**config.mk**
```make
export PLATFORM = sky130hd
export DESIGN_NAME = range_filter_group_count
export DESIGN_NICKNAME = d
export VERILOG_FILES = /design/src/sv/rfgc_pkg.sv /design/src/sv/rfgc_table.sv /design/src/sv/range_filter_group_count.sv
export SDC_FILE = /design/constraint.sdc
export NUM_CORES = 2
export LEC_CHECK = 0
export BUFFER_PORTS_ARGS = -buffer_cell sky130_fd_sc_hd__buf_2
export CAP_MARGIN = 25
export CORE_ASPECT_RATIO = 0.75
export CORE_UTILIZATION = 56
export DETAILED_ROUTE_END_ITERATION = 10
export PLACE_DENSITY_LB_ADDON = 0.3
export SLEW_MARGIN = 5
export SYNTH_ARGS = -nofsm -noshare
export SYNTH_HDL_FRONTEND = slang
export SYNTH_MEMORY_MAX_BITS = 65536
export SYNTH_SLANG_ARGS = --single-unit
```
**constraint.sdc**
```tcl
create_clock -name clk_i -period 11.7 [get_ports clk_i]
set_input_delay 1.17 -clock clk_i [delete_from_list [all_inputs] [get_ports clk_i]]
set_output_delay 1.17 -clock clk_i [all_outputs]
set_load 0.01 [all_outputs]
```
**src/sv/rfgc_pkg.sv**
```systemverilog
package rfgc_pkg;

  // Table geometry
  localparam int unsigned GROUP_CAPACITY = 64;
  localparam int unsigned KEY_BYTES      = 5;
  localparam int unsigned IDX_W          = $clog2(GROUP_CAPACITY);
  localparam int unsigned FILL_W         = $clog2(GROUP_CAPACITY + 1);

  // Field widths
  localparam int unsigned KEY_W   = 40;
  localparam int unsigned CNT_W   = 32;
  localparam int unsigned BYTE_W  = 8;
  localparam int unsigned GRP_W   = 7;
  localparam int unsigned IN_W    = 48;
  localparam int unsigned OUT_W   = 112;

  localparam int unsigned KEY_BITS = KEY_BYTES * 8;
  localparam logic [KEY_W-1:0] KEY_MASK =
    (KEY_BITS >= KEY_W) ? {KEY_W{1'b1}} : KEY_W'((64'd1 << KEY_BITS) - 64'd1);

  localparam logic [CNT_W-1:0] CNT_MAX = {CNT_W{1'b1}};

  // Command codes and register indexes
  localparam logic CMD_RECORD = 1'b0;
  localparam logic CMD_FLUSH  = 1'b1;
  localparam logic REG_RANGE_LOW  = 1'b0;
  localparam logic REG_RANGE_HIGH = 1'b1;

  typedef enum logic [2:0] {
    ST_IDLE,
    ST_SEARCH,
    ST_FL_READ,
    ST_FL_LOAD,
    ST_FL_EMPTY
  } rfgc_state_e;

  // Table port requests
  typedef struct packed {
    logic             en;
    logic [IDX_W-1:0] addr;
  } tbl_rd_t;

  typedef struct packed {
    logic             en;
    logic [IDX_W-1:0] addr;
    logic [KEY_W-1:0] key;
    logic [CNT_W-1:0] cnt;
  } tbl_wr_t;

  function automatic logic [CNT_W-1:0] sat_inc(input logic [CNT_W-1:0] v);
    return (v == CNT_MAX) ? CNT_MAX : v + CNT_W'(1);
  endfunction

endpackage

```
**src/sv/rfgc_table.sv**
```systemverilog
module rfgc_table (
  input  logic                     clk_i,
  input  rfgc_pkg::tbl_rd_t        rd_i,
  input  rfgc_pkg::tbl_wr_t        wr_i,
  output logic [rfgc_pkg::KEY_W-1:0] rd_key_o,
  output logic [rfgc_pkg::CNT_W-1:0] rd_cnt_o
);

  logic [rfgc_pkg::KEY_W-1:0] key_mem [rfgc_pkg::GROUP_CAPACITY];
  logic [rfgc_pkg::CNT_W-1:0] cnt_mem [rfgc_pkg::GROUP_CAPACITY];
  logic [rfgc_pkg::KEY_W-1:0] rd_key_q;
  logic [rfgc_pkg::CNT_W-1:0] rd_cnt_q;

  // Write one entry
  always_ff @(posedge clk_i) begin
    if (wr_i.en) begin
      key_mem[wr_i.addr] <= wr_i.key;
      cnt_mem[wr_i.addr] <= wr_i.cnt;
    end
  end

  // Read one entry, hold data until the next read
  always_ff @(posedge clk_i) begin
    if (rd_i.en) begin
      rd_key_q <= key_mem[rd_i.addr];
      rd_cnt_q <= cnt_mem[rd_i.addr];
    end
  end

  assign rd_key_o = rd_key_q;
  assign rd_cnt_o = rd_cnt_q;

endmodule

```
**src/sv/range_filter_group_count.sv**
```systemverilog
// Range filter followed by a group-by count.
// Input stream: tuser is the command (record or flush); tdata carries the
// filter byte and the 40-bit group key. Every record bumps a saturating
// record total; a record whose filter byte lies in [range_low, range_high]
// is looked up in a 64-entry group table by one comparator that walks the
// table one entry per cycle behind a registered read port.
// A selected record keeps ready low while it walks the table; a filtered-out
// record leaves ready high.
// A flush emits one word per group in first-seen order (or one word with
// tuser low when the table is empty), each read and then registered, pausing
// on output stalls, then clears the table, record total and overflow flag.
// Output words sit in a register: a stalled receiver holds the current word
// and the flush pauses; records may still be accepted while the last word of
// a flush waits.
// Config channel: index 0 = range_low, 1 = range_high; always ready. The user
// must write it while the block is idle; the block itself does not enforce this.
// Reset empties the table and restores range_low 0, range_high 255.
module range_filter_group_count (
  input  logic                        clk_i,
  input  logic                        rst_ni,
  input  logic                        s_axis_tvalid,
  output logic                        s_axis_tready,
  input  logic [rfgc_pkg::IN_W-1:0]   s_axis_tdata,  // filter_byte, group_key
  input  logic                        s_axis_tuser,  // command
  output logic                        m_axis_tvalid,
  input  logic                        m_axis_tready,
  // out_key, out_count, records_seen, groups_found, table_overflow
  output logic [rfgc_pkg::OUT_W-1:0]  m_axis_tdata,
  output logic                        m_axis_tuser,  // group_valid
  output logic                        m_axis_tlast,
  input  logic                        cfg_valid_i,
  output logic                        cfg_ready_o,
  input  logic                        cfg_addr_i,
  input  logic [rfgc_pkg::BYTE_W-1:0] cfg_data_i
);

  rfgc_pkg::rfgc_state_e state_q, state_d;

  logic [rfgc_pkg::BYTE_W-1:0] lo_q, lo_d, hi_q, hi_d;
  logic [rfgc_pkg::KEY_W-1:0]  key_q, key_d;
  logic [rfgc_pkg::FILL_W-1:0] ptr_q, ptr_d, fill_q, fill_d;
  logic [rfgc_pkg::IDX_W-1:0]  cmp_idx_q, cmp_idx_d;
  logic                        pend_q, pend_d;
  logic [rfgc_pkg::CNT_W-1:0]  total_q, total_d;
  logic                        ovf_q, ovf_d;

  logic                        ov_valid_q, ov_valid_d;
  logic [rfgc_pkg::OUT_W-1:0]  ov_data_q, ov_data_d;
  logic                        ov_user_q, ov_user_d;
  logic                        ov_last_q, ov_last_d;

  rfgc_pkg::tbl_rd_t           tbl_rd;
  rfgc_pkg::tbl_wr_t           tbl_wr;
  logic [rfgc_pkg::KEY_W-1:0]  tbl_key;
  logic [rfgc_pkg::CNT_W-1:0]  tbl_cnt;

  logic in_acc, is_flush, in_range, issue, hit, exhausted, slot_free, has_room, fl_last;
  logic [rfgc_pkg::BYTE_W-1:0] in_byte;

  rfgc_table u_table (
    .clk_i    (clk_i),
    .rd_i     (tbl_rd),
    .wr_i     (tbl_wr),
    .rd_key_o (tbl_key),
    .rd_cnt_o (tbl_cnt)
  );

  // Handshake and search status
  always_comb begin
    in_acc    = s_axis_tvalid && s_axis_tready;
    is_flush  = (s_axis_tuser == rfgc_pkg::CMD_FLUSH);
    in_byte   = s_axis_tdata[rfgc_pkg::BYTE_W-1:0];
    in_range  = (in_byte >= lo_q) && (in_byte <= hi_q);
    issue     = (state_q == rfgc_pkg::ST_SEARCH) && (ptr_q < fill_q);
    hit       = (state_q == rfgc_pkg::ST_SEARCH) && pend_q && (tbl_key == key_q);
    exhausted = (state_q == rfgc_pkg::ST_SEARCH) && !pend_q && (ptr_q == fill_q);
    slot_free = !ov_valid_q || m_axis_tready;
    has_room  = fill_q < rfgc_pkg::FILL_W'(rfgc_pkg::GROUP_CAPACITY);
    fl_last   = (ptr_q + rfgc_pkg::FILL_W'(1)) == fill_q;
  end

  // Next state
  always_comb begin
    state_d = state_q;
    unique case (state_q)
      rfgc_pkg::ST_IDLE: begin
        if (in_acc) begin
          if (is_flush) begin
            state_d = (fill_q == '0) ? rfgc_pkg::ST_FL_EMPTY : rfgc_pkg::ST_FL_READ;
          end else if (in_range) begin
            state_d = rfgc_pkg::ST_SEARCH;
          end
        end
      end
      rfgc_pkg::ST_SEARCH: begin
        if (hit || exhausted) state_d = rfgc_pkg::ST_IDLE;
      end
      rfgc_pkg::ST_FL_READ: state_d = rfgc_pkg::ST_FL_LOAD;
      rfgc_pkg::ST_FL_LOAD: begin
        if (slot_free) state_d = fl_last ? rfgc_pkg::ST_IDLE : rfgc_pkg::ST_FL_READ;
      end
      rfgc_pkg::ST_FL_EMPTY: begin
        if (slot_free) state_d = rfgc_pkg::ST_IDLE;
      end
      default: state_d = rfgc_pkg::ST_IDLE;
    endcase
  end

  // Datapath and outputs
  always_comb begin
    lo_d       = lo_q;
    hi_d       = hi_q;
    key_d      = key_q;
    ptr_d      = ptr_q;
    fill_d     = fill_q;
    cmp_idx_d  = cmp_idx_q;
    pend_d     = 1'b0;
    total_d    = total_q;
    ovf_d      = ovf_q;
    ov_valid_d = ov_valid_q && !m_axis_tready;
    ov_data_d  = ov_data_q;
    ov_user_d  = ov_user_q;
    ov_last_d  = ov_last_q;
    tbl_rd     = '{en: 1'b0, addr: ptr_q[rfgc_pkg::IDX_W-1:0]};
    tbl_wr     = '{en: 1'b0, addr: cmp_idx_q, key: key_q, cnt: rfgc_pkg::sat_inc(tbl_cnt)};

    // Take register writes
    if (cfg_valid_i) begin
      unique case (cfg_addr_i)
        rfgc_pkg::REG_RANGE_LOW:  lo_d = cfg_data_i;
        rfgc_pkg::REG_RANGE_HIGH: hi_d = cfg_data_i;
        default: ;
      endcase
    end

    unique case (state_q)
      rfgc_pkg::ST_IDLE: begin
        ptr_d = '0;
        if (in_acc && !is_flush) begin
          total_d = rfgc_pkg::sat_inc(total_q);
          key_d   = s_axis_tdata[rfgc_pkg::IN_W-1:rfgc_pkg::BYTE_W] & rfgc_pkg::KEY_MASK;
        end
      end
      rfgc_pkg::ST_SEARCH: begin
        // Issue the next read, compare the one read last cycle
        if (issue && !hit) begin
          tbl_rd.en = 1'b1;
          ptr_d     = ptr_q + rfgc_pkg::FILL_W'(1);
          cmp_idx_d = ptr_q[rfgc_pkg::IDX_W-1:0];
          pend_d    = 1'b1;
        end
        if (hit) begin
          tbl_wr.en = 1'b1;
        end else if (exhausted) begin
          if (has_room) begin
            tbl_wr.en   = 1'b1;
            tbl_wr.addr = fill_q[rfgc_pkg::IDX_W-1:0];
            tbl_wr.cnt  = rfgc_pkg::CNT_W'(1);
            fill_d      = fill_q + rfgc_pkg::FILL_W'(1);
          end else begin
            ovf_d = 1'b1;
          end
        end
      end
      rfgc_pkg::ST_FL_READ: begin
        tbl_rd.en = 1'b1;
      end
      rfgc_pkg::ST_FL_LOAD: begin
        if (slot_free) begin
          ov_valid_d = 1'b1;
          ov_data_d  = {ovf_q, fill_q, total_q, tbl_cnt, tbl_key};
          ov_user_d  = 1'b1;
          ov_last_d  = fl_last;
          ptr_d      = ptr_q + rfgc_pkg::FILL_W'(1);
          if (fl_last) begin
            fill_d  = '0;
            total_d = '0;
            ovf_d   = 1'b0;
            ptr_d   = '0;
          end
        end
      end
      rfgc_pkg::ST_FL_EMPTY: begin
        if (slot_free) begin
          ov_valid_d = 1'b1;
          ov_data_d  = {ovf_q, fill_q, total_q, rfgc_pkg::CNT_W'(0), rfgc_pkg::KEY_W'(0)};
          ov_user_d  = 1'b0;
          ov_last_d  = 1'b1;
          total_d    = '0;
          ovf_d      = 1'b0;
        end
      end
      default: ;
    endcase
  end

  // Control registers
  always_ff @(posedge clk_i or negedge rst_ni) begin
    if (!rst_ni) begin
      state_q    <= rfgc_pkg::ST_IDLE;
      lo_q       <= '0;
      hi_q       <= '1;
      ptr_q      <= '0;
      fill_q     <= '0;
      cmp_idx_q  <= '0;
      pend_q     <= 1'b0;
      total_q    <= '0;
      ovf_q      <= 1'b0;
      ov_valid_q <= 1'b0;
    end else begin
      state_q    <= state_d;
      lo_q       <= lo_d;
      hi_q       <= hi_d;
      ptr_q      <= ptr_d;
      fill_q     <= fill_d;
      cmp_idx_q  <= cmp_idx_d;
      pend_q     <= pend_d;
      total_q    <= total_d;
      ovf_q      <= ovf_d;
      ov_valid_q <= ov_valid_d;
    end
  end

  // Payload registers
  always_ff @(posedge clk_i) begin
    key_q     <= key_d;
    ov_data_q <= ov_data_d;
    ov_user_q <= ov_user_d;
    ov_last_q <= ov_last_d;
  end

  assign s_axis_tready = (state_q == rfgc_pkg::ST_IDLE);
  assign m_axis_tvalid = ov_valid_q;
  assign m_axis_tdata  = ov_data_q;
  assign m_axis_tuser  = ov_user_q;
  assign m_axis_tlast  = ov_last_q;
  assign cfg_ready_o   = 1'b1;

endmodule

```
[After elaboration in Yosys (flattened, before gate mapping)]
Memories as Yosys holds them, arrays and structs flattened. A register that Yosys moved wholly into a read port is not among the register bits.
Index checks and enable logic that the tools add are counted.
Word-level totals
  flip-flop bits (word level): 228
  memories: 2
  bits in latches: 0
  output and inout bits: 117
  bits in read-only memories: 0
  memory bits (writable): 4608
Memory list
  u_table.key_mem: depth 64, bits a word 40, rd ports 1, clocked after memory_dff 1, write ports 1, line rfgc_table.sv:9  | logic [rfgc_pkg::KEY_W-1:0] key_mem [rfgc_pkg::GROUP_CAPACITY];
  u_table.cnt_mem: depth 64, bits a word 32, rd ports 1, clocked after memory_dff 1, write ports 1, line rfgc_table.sv:10  | logic [rfgc_pkg::CNT_W-1:0] cnt_mem [rfgc_pkg::GROUP_CAPACITY];
Cells by class
  order comparisons: 4
  bitwise logic cells: 1
  add/subtract/negate cells: 4
  equal/unequal tests: 21
  multiplexer cells: 56
  reduce and logical (&&, ||, !) cells: 35
  $mul: 0
  divide/modulo/power cells: 0
  shifts and indexed selects: 0
Operators with widths (number)
  $mux W32: 10
  $mux W112: 2
  $pmux W112 S2: 1
  $pmux W32 S3: 1
  $mux W7: 11
  $add A32 B1 Y32 const B: 2
  $eq A32 B32 Y1 const B: 2
  $eq A40 B40 Y1: 1
  $mux W3: 7
  $pmux W7 S3: 1
  $mux W1: 15
  $pmux W3 S5: 1
  $add A7 B1 Y7 const B: 2
  $eq A7 B7 Y1: 2
  $ne A2 B2 Y1 const B: 7
  $pmux W7 S2: 1
  $logic_and A1 B1 Y1: 10
  $reduce_and A5 Y1: 2
  $reduce_bool A3 Y1: 3
  $ge A8 B8 Y1: 1
  $le A8 B8 Y1: 1
  $ne A2 B1 Y1 const B: 4
  $reduce_and A2 Y1: 4
  $logic_not A7 Y1: 1
  19 further kinds: 29

[Longest topological paths before layout]
  depth in word-level cells: 8
  mapped depth: 15
  depth with buffers taken out: 9

[By module]
From an unflattened synthesis, not the netlist that was laid out.
Unflattened totals
  cell total of the unflattened synthesis: 8430
  area total of the unflattened synthesis: 186853.0 µm²
By module, submodules not included
  rfgc_table: area an instance 175813.6 µm², times used 1, cells each 7463, sequential area each 140534.8 µm²
  range_filter_group_count: area an instance 11039.3 µm², times used 1, cells each 967, sequential area each 6486.2 µm²

[Least setup slack after synthesis]
Ideal clock, no wire load.
  kind: input-to-reg
  start: in m_axis_tready
  end: reg ov_data_q (netlist bit m_axis_tdata[0]) (enable)
  stages on the path: 2
  path slack: 5.109 ns
  data arrival time: 6.003 ns
  path buffers: 0
  required time: 11.112 ns
  cell sequence: nor2b_1 nor2_1
On the way
  word-level cells in the longest chain between the ends: 3
  elaborated cells on any way between the ends: 4
Ends and longest elaborated chain
  from (decl): line range_filter_group_count.sv:26  | input logic m_axis_tready,
  $logic_or A1 B1 Y1 (*): line range_filter_group_count.sv:77  | slot_free = !ov_valid_q || m_axis_tready;
  $ne A2 B2 Y1 (no source line)
  $reduce_and A3 Y1 (no source line) (*)
  to (signal assigned): line range_filter_group_count.sv:227  | ov_data_q <= ov_data_d;
  to (decl): line range_filter_group_count.sv:48  | logic [rfgc_pkg::OUT_W-1:0] ov_data_q, ov_data_d;
Mark *: on every way between the ends. The rest lies on a longest branch, timed or not.
A chain may end at the register's enable or synchronous reset.

[Worst setup path in the final report]
  start: reg key_q[21] (netlist name)
  end: mem u_table.key_mem[12][10] (netlist name) (enable)
On the way
  word-level cells in the longest chain between the ends: 6
  elaborated cells on any way between the ends: 7
Ends and longest elaborated chain
  from (decl): line range_filter_group_count.sv:40  | logic [rfgc_pkg::KEY_W-1:0] key_q, key_d;
  from (signal assigned): line range_filter_group_count.sv:226  | key_q <= key_d;
  $eq A40 B40 Y1 (*): line range_filter_group_count.sv:75  | hit = (state_q == rfgc_pkg::ST_SEARCH) && pend_q && (tbl_key == key_q);
  $logic_and A1 B1 Y1 (*): line range_filter_group_count.sv:75
  $mux W1: line range_filter_group_count.sv:152  | if (hit) begin
  $mux W7 (*): line range_filter_group_count.sv:136  | unique case (state_q)
  $mux W1: line rfgc_table.sv:16  | if (wr_i.en) begin
  $mux W1 (implied by the code): line rfgc_table.sv:17  | key_mem[wr_i.addr] <= wr_i.key;
  to (decl): line rfgc_table.sv:9
Marks and branches as above.

==> metrics <==
synth top area cells edfxtp_1 (77%), mux4_2 (18%), dfrtp_1 (0.88%), clkbuf_1 (0.42%), nor2_1 (0.25%); Syn Area/Cell 24.6 um2; Area Growth Syn to Fin 12.2%; RSZ-0062 raised after global routing no; Final TNS setup 0 ns; first-pass GRT wire length 696 mm; Synth top area share 77.4%; WL/cell 38.9 um; synthesized instance count 7608; synth warn 0; clk_lat worst skew 0.98 ns; # setup viols final 0; fin crit share 55.4%; slew margin rel. 21.3%; I/O pin total 180; Remaining DRCs 0; #FFs+latches synth 4908; post-DP HPWL 259 mm; min Tclk post-route 6.48 ns; fill count 21000; fin area 210000 um2; CP Max Fanout 65; final wirelength 504 mm; final net count 8240; Rows 183; post-synthesis sequential area ratio 78.4%; vias in the first global route 88800; total vias in the final route 91100; layout cells sized above 1 32.2%; FMAX 154 MHz; worst-margin pin slew 1.18 ns; largest net degree at the start of global routing 119; max_cap viols 0; H-tree depth 5; crit path capture type flop; DP Area 196000 um2; post-route clock skew 0.0793 ns; GRT Util Overall 29.8%; EDFF count, synth 4834; Worst Hold Class input pin to async pin; CTS Buf Count 448; FF-to-FF Start key_q[21]; WS Path Type flop to flop; Synth area leader edfxtp_1; Slew Viols, Final 0; die span in x 670 um; Via-to-Cell Ratio 7.03; Unique masters post-synth 59; Max VDD drop 0.183 mV; CTS Buffer Depth 4; initial DRC count 14200; final hold vios 0; run status complete, no violations; CORE AREA 332000 um2; CTS tree done; CTS resizes 0; Worst EP arrival 7.02 ns; Root Buffer clkbuf_16; asr flop ratio synth 1.51%; initial core utilization 56.4%; static leakage 63.9 nW; initial antenna violation count 15; Reg clk slew, reported paths 0.06 ns; Worst Reg-to-Reg Cells 10; Post-Layout Cell Count 13000; final core utilization 63.3%; Crit path required time 12.24 ns; DP Cell Count 12100; # port buffers 178; Final ANT Viol Nets 0; Clock Sinks 4908; Mapped Nets 7699; Hold-fix buffers, CTS 0; pwr/cell area 215 nW/um2; Netlist Area Pre-Place 187000 um2; DRT Pass-1 Iters 6; crit start category flop; FF-to-FF setup slack 5.22 ns; total gr overflow 0; top_reg_cell synth edfxtp_1; chip height 503 um; die area 337000 um2; Placer Congestion 0.866; setup bufs post-CTS 0; Worst R2R End u_table.key_mem[12][10]
[sequential cells by signal (all words and copies together) (netlist names), 8 cells and up]
| name | cells |
|---|---|
| u_table.rd_key_o | 40 |
| u_table.cnt_mem | 2048 |
| u_table.key_mem | 2560 |
| u_table.rd_cnt_o | 32 |
| key_q | 40 |
| m_axis_tdata | 112 |
| hi_q | 8 |
| lo_q | 8 |
| total_q | 32 |
[through the flow]
stage | setup WS, ns | hold slack, ns | total power, mW
floorplan | 5.11 | 0.419 | 27.9
global placement | 5.15 | 0.484 | 30.7
detailed placement | 5.26 | 0.502 | 31.0
CTS | 5.24 | 0.356 | 45.4
global route | 4.94 | 0.239 | 46.5
finish | 5.22 | 0.226 | 45.3
[critical path, stage by stage, from the launching register on]
cell,delay (ns)
edfxtp_1,0.37
buf_4,0.30
xnor2_1,0.72
o221ai_1,0.27
nor4_1,0.71
nand4_1,0.34
o22ai_1,0.46
nand2_1,0.65
nor2_4,0.71
buf_4,0.65
buf_4,0.78
[kinds of logic (layout without fill, tap and decap cells)]
family          Yosys count  in the layout  share of synthesized area [%]
compound gates          209            209                          0.661
xor+xnor                 61             61                          0.285
fa+ha+maj                28             28                          0.187
buf+inv                 430           1332                          0.985
flops                  4908           4908                           78.4
mux                    1529           1529                           18.3
other cells               1             11                        0.00200
simple gates            442            442                           1.18
[area by class of cell]
type / instances / area, um2 / area share, %
Antenna cell: 10 / 25.0 / 0.0119
Clock buffer: 537 / 11700 / 5.58
Clock inverter: 274 / 2660 / 1.27
Inverter: 49 / 189 / 0.0898
Multi-Input combinational cell: 2270 / 39400 / 18.7
Sequential cell: 4908 / 147000 / 69.9
Tap cell: 4440 / 5560 / 2.64
Timing Repair Buffer: 472 / 3670 / 1.74
[worst max path at each step]
stage | slack, ns | from | end
2_1_floorplan | 5.11 | m_axis_tready | m_axis_tdata[0]
3_3_place_gp | 5.15 | ptr_q[1] | u_table.rd_key_o[14]
3_5_place_dp | 5.26 | ptr_q[0] | u_table.rd_key_o[18]
4_1_cts | 5.24 | ptr_q[0] | u_table.rd_cnt_o[20]
5_1_grt | 4.94 | ptr_q[0] | u_table.rd_cnt_o[20]
6_report | 5.22 | key_q[21] | u_table.key_mem[12][10]
[routing by layer]
metal | vias to the layer above | global-route usage, % | share of wire, %
li1 | 34000 | - | -
met4 | 4 | 10.5 | 3.8
met2 | 7233 | 44.7 | 46
met5 | - | 0 | 0.0054
met1 | 48800 | 43.7 | 37
met3 | 1002 | 7.15 | 13
[cells in the final DEF (no fill, tap or decap), drive strengths merged, types with 6 or more instances in the layout]
master	count
edfxtp	4834
xnor2	40
nor2	127
mux4	1512
o21ai	88
clkinv	195
or2	7
and3	13
dfstp	8
clkinvlp	24
nand3	40
a21oi	53
o31ai	10
nand2	78
and4	8
buf	472
ha	28
a21o	6
dfrtp	66
inv	55
nand2b	14
clkbuf	537
mux2	14
nor4	8
a22o	6
xor2	21
nand4	29
a31oi	13
diode	10
nor3	19
and2	73
bufinv	49
nor2b	17
[synthesized netlist by cell type (3+ instances only)]
| cell | number |
|---|---|
| nand2_1 | 78 |
| mux2i_1 | 3 |
| xnor2_1 | 40 |
| ha_1 | 28 |
| nand2b_1 | 14 |
| inv_1 | 48 |
| or2_2 | 7 |
| dfrtp_1 | 66 |
| mux2_2 | 14 |
| nor3b_1 | 4 |
| nor4_1 | 8 |
| o2111ai_1 | 4 |
| and4_1 | 8 |
| o31ai_1 | 10 |
| edfxtp_1 | 4834 |
| o21ai_0 | 87 |
| buf_2 | 87 |
| and2_1 | 73 |
| buf_4 | 15 |
| nor2_1 | 127 |
| mux4_2 | 1512 |
| nor3_1 | 19 |
| xor2_1 | 21 |
| and3_1 | 13 |
| nand3_1 | 40 |
| buf_6 | 9 |
| a21oi_1 | 53 |
| a31oi_1 | 13 |
| buf_1 | 61 |
| a21o_1 | 6 |
| nor2b_1 | 17 |
| a2bb2oi_1 | 4 |
| dfstp_2 | 8 |
| nand4_1 | 29 |
| clkbuf_1 | 209 |
| a22o_1 | 6 |
[where the power goes]
group / leakage [nW] / total, mW / switching (mW) / internal [mW]
sequential: 44.4 / 21.6 / 0.468 / 21.2
combinational: 12.5 / 9.11 / 5.19 / 3.92
clock: 6.99 / 14.6 / 6.36 / 8.21
total: 63.9 / 45.3 / 12.0 / 33.3
No activity file was read; power rests on OpenSTA's default activity.
